===== config.mk =====
export PLATFORM = sky130hd
export DESIGN_NAME = bss_front
export DESIGN_NICKNAME = d
export VERILOG_FILES = /design/src/hw/rtl/bss_pkg.sv /design/src/hw/rtl/bss_front.sv
export SDC_FILE = /design/constraint.sdc
export NUM_CORES = 1
export LEC_CHECK = 0
export BUFFER_PORTS_ARGS = -buffer_cell sky130_fd_sc_hd__buf_2
export CORE_ASPECT_RATIO = 0.5
export CORE_MARGIN = 2
export CORE_UTILIZATION = 41
export DETAILED_ROUTE_END_ITERATION = 8
export GPL_TIMING_DRIVEN = 1
export HOLD_SLACK_MARGIN = 0.15
export PLACE_DENSITY = 0.9
export SLEW_MARGIN = 20
export SYNTH_ARGS = -nofsm -noshare
export SYNTH_HDL_FRONTEND = slang
export SYNTH_SLANG_ARGS = --single-unit

===== constraint.sdc =====
create_clock -name clk -period 15.4 [get_ports clk]
set_input_delay 1.54 -clock clk [delete_from_list [all_inputs] [get_ports clk]]
set_output_delay 1.54 -clock clk [all_outputs]
set_load 0.01 [all_outputs]

===== src/hw/rtl/bss_pkg.sv =====
// Shared types, codes and constants of the boid steering step block.
`default_nettype none
package bss_pkg;
	localparam int POS_W      = 32;
	localparam int IDX_W      = 10;
	localparam int DIST_W     = 31;
	localparam int GAIN_W     = 16;
	localparam int CNT_W      = 11;
	localparam int AVOID_W    = 42;
	localparam int D_W        = 64;
	localparam int CFG_IDX_W  = 3;
	localparam int CFG_DATA_W = 32;

	localparam logic [1:0] OP_START  = 2'd0;
	localparam logic [1:0] OP_FLOCK  = 2'd1;
	localparam logic [1:0] OP_TARGET = 2'd2;

	localparam logic [CFG_IDX_W-1:0] REG_MIN_DISTANCE = 3'd0;
	localparam logic [CFG_IDX_W-1:0] REG_VIEW_RADIUS  = 3'd1;
	localparam logic [CFG_IDX_W-1:0] REG_CENTER_GAIN  = 3'd2;
	localparam logic [CFG_IDX_W-1:0] REG_MATCH_GAIN   = 3'd3;
	localparam logic [CFG_IDX_W-1:0] REG_AVOID_GAIN   = 3'd4;

	localparam logic [DIST_W-1:0] RST_MIN_DISTANCE = 31'd524288;
	localparam logic [DIST_W-1:0] RST_VIEW_RADIUS  = 31'd2621440;
	localparam logic [GAIN_W-1:0] RST_CENTER_GAIN  = 16'd33;
	localparam logic [GAIN_W-1:0] RST_MATCH_GAIN   = 16'd3277;
	localparam logic [GAIN_W-1:0] RST_AVOID_GAIN   = 16'd3277;

	localparam logic signed [AVOID_W-1:0] AVOID_MAX = 42'sh1FF_FFFF_FFFF;
	localparam logic signed [AVOID_W-1:0] AVOID_MIN = 42'sh200_0000_0000;
	localparam logic signed [D_W-1:0] SAT_HI = 64'sh0000_0000_7FFF_FFFF;
	localparam logic signed [D_W-1:0] SAT_LO = 64'shFFFF_FFFF_8000_0000;

	typedef enum logic [1:0] {
		K_START,
		K_FLOCK,
		K_TARGET,
		K_NONE
	} kind_t;

	typedef struct packed {
		kind_t                    kind;
		logic [IDX_W-1:0]         idx;
		logic signed [POS_W-1:0]  px;
		logic signed [POS_W-1:0]  py;
		logic signed [POS_W-1:0]  qx;
		logic signed [POS_W-1:0]  qy;
		logic                     last;
	} item_t;

	typedef struct packed {
		logic [DIST_W-1:0] min_distance;
		logic [DIST_W-1:0] view_radius;
		logic [GAIN_W-1:0] center_gain;
		logic [GAIN_W-1:0] match_gain;
		logic [GAIN_W-1:0] avoid_gain;
	} cfg_t;

	typedef enum logic [3:0] {
		BK_IDLE,
		BK_DECODE,
		BK_DIFF,
		BK_SQ,
		BK_CMP,
		BK_ACC,
		BK_FIN,
		BK_PHASE,
		BK_DIV_GO,
		BK_DIV_WAIT,
		BK_MUL_GO,
		BK_MUL_WAIT,
		BK_AXIS_END,
		BK_OUT
	} back_state_t;

	typedef enum logic [1:0] {
		PH_COH,
		PH_ALN,
		PH_REP,
		PH_AVD
	} phase_t;
endpackage
`default_nettype wire


===== src/hw/rtl/bss_front.sv =====
// Front end: takes input words, classifies the operation, feeds the queue.
`default_nettype none
module bss_front (
	input  logic                               clk,
	input  logic                               arst_n,
	input  logic                               in_valid,
	output logic                               in_stall,
	input  logic [1:0]                         operation,
	input  logic [bss_pkg::IDX_W-1:0]          member_index,
	input  logic signed [bss_pkg::POS_W-1:0]   pos_x,
	input  logic signed [bss_pkg::POS_W-1:0]   pos_y,
	input  logic signed [bss_pkg::POS_W-1:0]   dir_x,
	input  logic signed [bss_pkg::POS_W-1:0]   dir_y,
	input  logic                               last,
	output logic                               push,
	output bss_pkg::item_t                     push_item,
	input  logic                               q_full
);
	import bss_pkg::*;

	logic  vld_s1;
	item_t item_s1;
	kind_t kind;
	logic  take;

	always_comb begin
		case (operation)
			OP_START:  kind = K_START;
			OP_FLOCK:  kind = K_FLOCK;
			OP_TARGET: kind = K_TARGET;
			default:   kind = K_NONE;
		endcase
	end

	assign in_stall  = vld_s1 & q_full;
	assign take      = in_valid & ~in_stall;
	assign push      = vld_s1 & ~q_full;
	assign push_item = item_s1;

	always_ff @(posedge clk or negedge arst_n) begin
		if (!arst_n) begin
			vld_s1 <= 1'b0;
		end else if (take) begin
			vld_s1 <= 1'b1;
		end else if (push) begin
			vld_s1 <= 1'b0;
		end
	end

	always_ff @(posedge clk) begin
		if (take) begin
			item_s1.kind <= kind;
			item_s1.idx  <= member_index;
			item_s1.px   <= pos_x;
			item_s1.py   <= pos_y;
			item_s1.qx   <= dir_x;
			item_s1.qy   <= dir_y;
			item_s1.last <= last;
		end
	end
endmodule
`default_nettype wire


# --- Word level (Yosys, flattened, before mapping) ---
# Cells that the tools add are included.
word_totals:
  reg_bits: 142
  wordCells: 20
  output_inout_bits: 143
  in_bits: 145
classes:
  n_mux: 3
  eq_ne: 2
  bitwise: 5
  reduce_logical: 2
op_table:
  columns: ["op", "n"]
  rows:
  - ["2-bit one-hot mux with 3 select lines", 1]
  - ["1-bit AND", 3]
  - ["2-bit by 1-bit equality test with 1-bit output, second input constant", 1]
  - ["2-bit equality test, second input constant", 1]
  - ["2-bit logical NOT", 1]
  - ["1-bit 2-to-1 mux", 2]
  - ["1-bit NOT", 2]
  - ["2-bit nonzero test", 1]

# --- Logic depth before layout (Yosys ltp) ---
depth:
  word_depth: 4
  mapped_depth: 1
  ltp_nobuf: 1

# --- Worst setup path before layout ---
# Ideal clock, no wire load.
synth_timing:
  path_kind: "input to register"
  start: "input q_full"
  end: "register item_s1, in the netlist push_item[0] (enable)"
  setup_time_ps: 859
  stages: 1
  slack_ps: 2818
  required_ps: 14541
  t_arrival_ps: 11724
  n_path_buf: 0
  path_cell_list: "a21boi_0"
synth_via:
  elab_chain_len: 3
synth_lines:
  columns: ["element", "line", "rtl"]
  rows:
  - ["start: declaration", "bss_front.sv:17", "input logic q_full"]
  - ["1-bit AND", "bss_front.sv:35", "assign in_stall = vld_s1 & q_full;"]
  - ["1-bit NOT", "bss_front.sv:36", "assign take = in_valid & ~in_stall;"]
  - ["1-bit AND", "bss_front.sv:36", null]
  - ["end: declaration", "bss_front.sv:22", "item_t item_s1;"]
# Every way passes these cells.
# A chain may end at the register's enable or synchronous reset.

# --- Final worst setup path ---
layout_timing:
  start: "input q_full"
  end: "output push"
layout_via:
  elab_chain_len: 2
layout_lines:
  columns: ["element", "line", "rtl"]
  rows:
  - ["1-bit NOT", "bss_front.sv:37", "assign push = vld_s1 & ~q_full;"]
  - ["1-bit AND", "bss_front.sv:37", null]
  - ["end: declaration", "bss_front.sv:15", "output logic push,"]
# Every way passes these cells.

==> impl_metrics.yaml <==
run_status:
  status: "completed"
floorplan:
  die_area_um2: 11400
  die-height_um: 76.4
  die_w_um: 149
  pin_count: 288
  num_rows: 26
  design.core.area_um2: 10200
  start_util: 0.421
power_and_ir_drop:
  sw_frac_of_total: 0.196
  clkPwrFrac: 0.453
  switchingPower_uw: 187
  power_uw: 949
  p_int_uw: 763
  leakagePower_uw: 0.00281
  max-vdd-ir-drop_mv: 0.106
  share_comb_of_total_power: 0.065
  power.density_nw_per_um2: 145
  seq_power_share: 0.482
final_layout:
  drive_gt1_frac: 0.687
  layout.filler_cells: 757
  final_nets: 599
  stdcell_count: 606
  regArea_um2: 4260
  multi_input_area_um2: 43.8
  post-route-util: 0.642
  syn2layout_area_growth_pct: 52.5
  n_antenna_cell: 0
clock_tree:
  clock_tree.buffer_depth: 2
  root_buffer: "clkbuf_16"
  numCtsBuffers: 17
  clk-insertion-delay-late_ns: 0.40
  post-cts-setup-buffers: 0
  cts.clk_slew.worst_paths_ns: 0.06
  cts_sinks: 142
  h-tree-depth: 4
  cts_tree: "done"
  cts_hold_buf: 0
  cts_resized: 0
routing:
  viasPerCell: 4.45
  drt_iter0_drc: 161
  drc: 0
  vias: 2698
  dr.pass1.iters: 4
  drt_wl_total_mm: 11.4
  routedWlPerCell_um: 18.8
  antenna_left: 0
timing:
  timing.final.crit_share: 0.232
  fin_crit_ns: 3.57
  holdWs_ns: 0.622
  skew_ns: 0.00785
  setup_viol: 0
  hold_viol_final: 0
  relSlewSlack: 0.470
  max_freq_mhz: 280
  rsz0062_at_grt: "no"
  worst_slew_pin_slew_ns: 0.794
  finalMaxSlewViolations: 0
  finalSetupTns_ns: 0
hold_path:
  hold_depth: 1
  hold_class: "reg2reg"
  hold_end: "vld_s1$_DFFE_PN0P_"
  holdCritStartpoint: "vld_s1$_DFFE_PN0P_"
grt:
  track_usage: 0.204
  grt_start_max_net_pins: 89
  grt_overflow: 0
  grt_pass1_wl_mm: 16.6
  grt_pass1_vias: 2820
  antenna_found_initial: 0
synth:
  avgSynthCellArea_um2: 29.0
  synth_top_area_frac: 0.985
  synthCells: 148
  yosysSeqAreaShare: 0.991
  yosysTopAreaCell: "edfxtp_1"
  ys.warnings.count: 0
  synthDistinctLibCells: 7
  synth.net_count: 293
  synth_area_um2: 4300
  synth_seq_cells: 142
  synth.top_cells.by_area: "edfxtp_1, dfrtp_1, a21o_2"
worst_setup_path:
  crit_chain: "buf_2, and2b_2, buf_2"
  cp.arrival_ns: 2.03
  cp_common_cell: "buf_2"
  crit_fanout: 4
  required_ns: 13.86
  critPathKind: "in2out"
  rr_endpoint: "push_item[109]$_DFFE_PP_"
  end_kind: "output pin"
  timing.rr.start: "vld_s1$_DFFE_PN0P_"
  cpPeakStageDelay_ns: 0.22
  regToRegSetupSlack_ns: 13.07
  cp_slowest_cell: "and2b_2"
  cp-start-kind: "input pin"
  reg2reg_depth: 3
  cpLargestDelayFamily: "buffers and inverters"
  cp_num_buf_inv: 2
placement:
  gp_congestion: 0.846
  post-dp-hpwl_mm: 8.66
  dp_cells: 575
  io_buffers: 287
job:
  max_cap_viol_count: 0
==> per-layer routing <==
layer  GRT usage  routed length (µm)  part of all wire
met1       0.252                4480              0.39
met2       0.351                6240              0.55
met3      0.0485                 441             0.039
met4      0.0848                 211             0.019
met5           0                   0                 0
==> worst max-delay path by stage <==
stage	start	endpoint	slack, ns	cells after the start
5_1_grt	q_full	push	11.81	3
3_3_place_gp	q_full	push_item[119]$_DFFE_PP_	11.69	4
2_1_floorplan	q_full	push_item[0]$_DFFE_PP_	2.82	1
6_report	q_full	push	11.83	3
3_5_place_dp	q_full	push_item[119]$_DFFE_PP_	11.59	4
4_1_cts	q_full	push	11.83	3
==> worst register-to-register path, cell delays in order (launching register included) <==
cell      delay [ns]
dfrtp_1         0.44
a21boi_4        0.16
buf_6           0.61
buf_4           0.74
==> power groups by stage <==
| stage | combinational, µW | sequential (µW) | clock (µW) |
|---|---|---|---|
| floorplan | 7.65 | 485 | 0 |
| global placement | 59.7 | 464 | 0 |
| detailed placement | 61.9 | 466 | 0 |
| CTS | 61.9 | 458 | 439 |
| global route | 65.5 | 459 | 457 |
| finish | 61.5 | 458 | 430 |
==> registers in the layout, indices dropped and copies added, names as in the netlist <==
register and count:
push_item 141, vld_s1 1
==> placed cells by master (no fill, tap or decap), types with 2 or more instances in the layout <==
| cell type | instances |
|---|---|
| clkinv_1 | 3 |
| bufinv_16 | 5 |
| clkinv_2 | 2 |
| clkbuf_16 | 17 |
| clkinvlp_4 | 2 |
| buf_2 | 287 |
| edfxtp_1 | 141 |
==> Yosys cell counts (all sizes together) <==
cell and count:
a21boi 1, a21o 1, and2 1, and2b 1, clkbuf 2, dfrtp 1
edfxtp 141
==> final cells by class <==
type	instances	area share
clock buffer	18	0.0654
timing repair buffer	289	0.222
multi-input combinational	4	0.00668
sequential	142	0.649
clock inverter	13	0.0298
tap	140	0.0267
==> cells by family (layout without fill, tap and decap cells) <==
| kind of cell | Yosys count | count (layout) | share of synthesized area |
|---|---|---|---|
| AND/OR/NAND/NOR | 2 | 2 | 0.00378 |
| AO/OA/AOI/OAI | 2 | 2 | 0.00378 |
| buffers and inverters | 2 | 320 | 0.00175 |
| flip-flops | 142 | 142 | 0.991 |
==> stage by stage <==
step	cell area, µm²	setup slack, ns
after floorplan	4300	2.82
after global placement	5930	11.69
after detailed placement	5930	11.59
after CTS	6550	11.83
after global routing	6560	11.81
final	6560	11.83
Note: power is estimated with default switching activity, not from simulation.
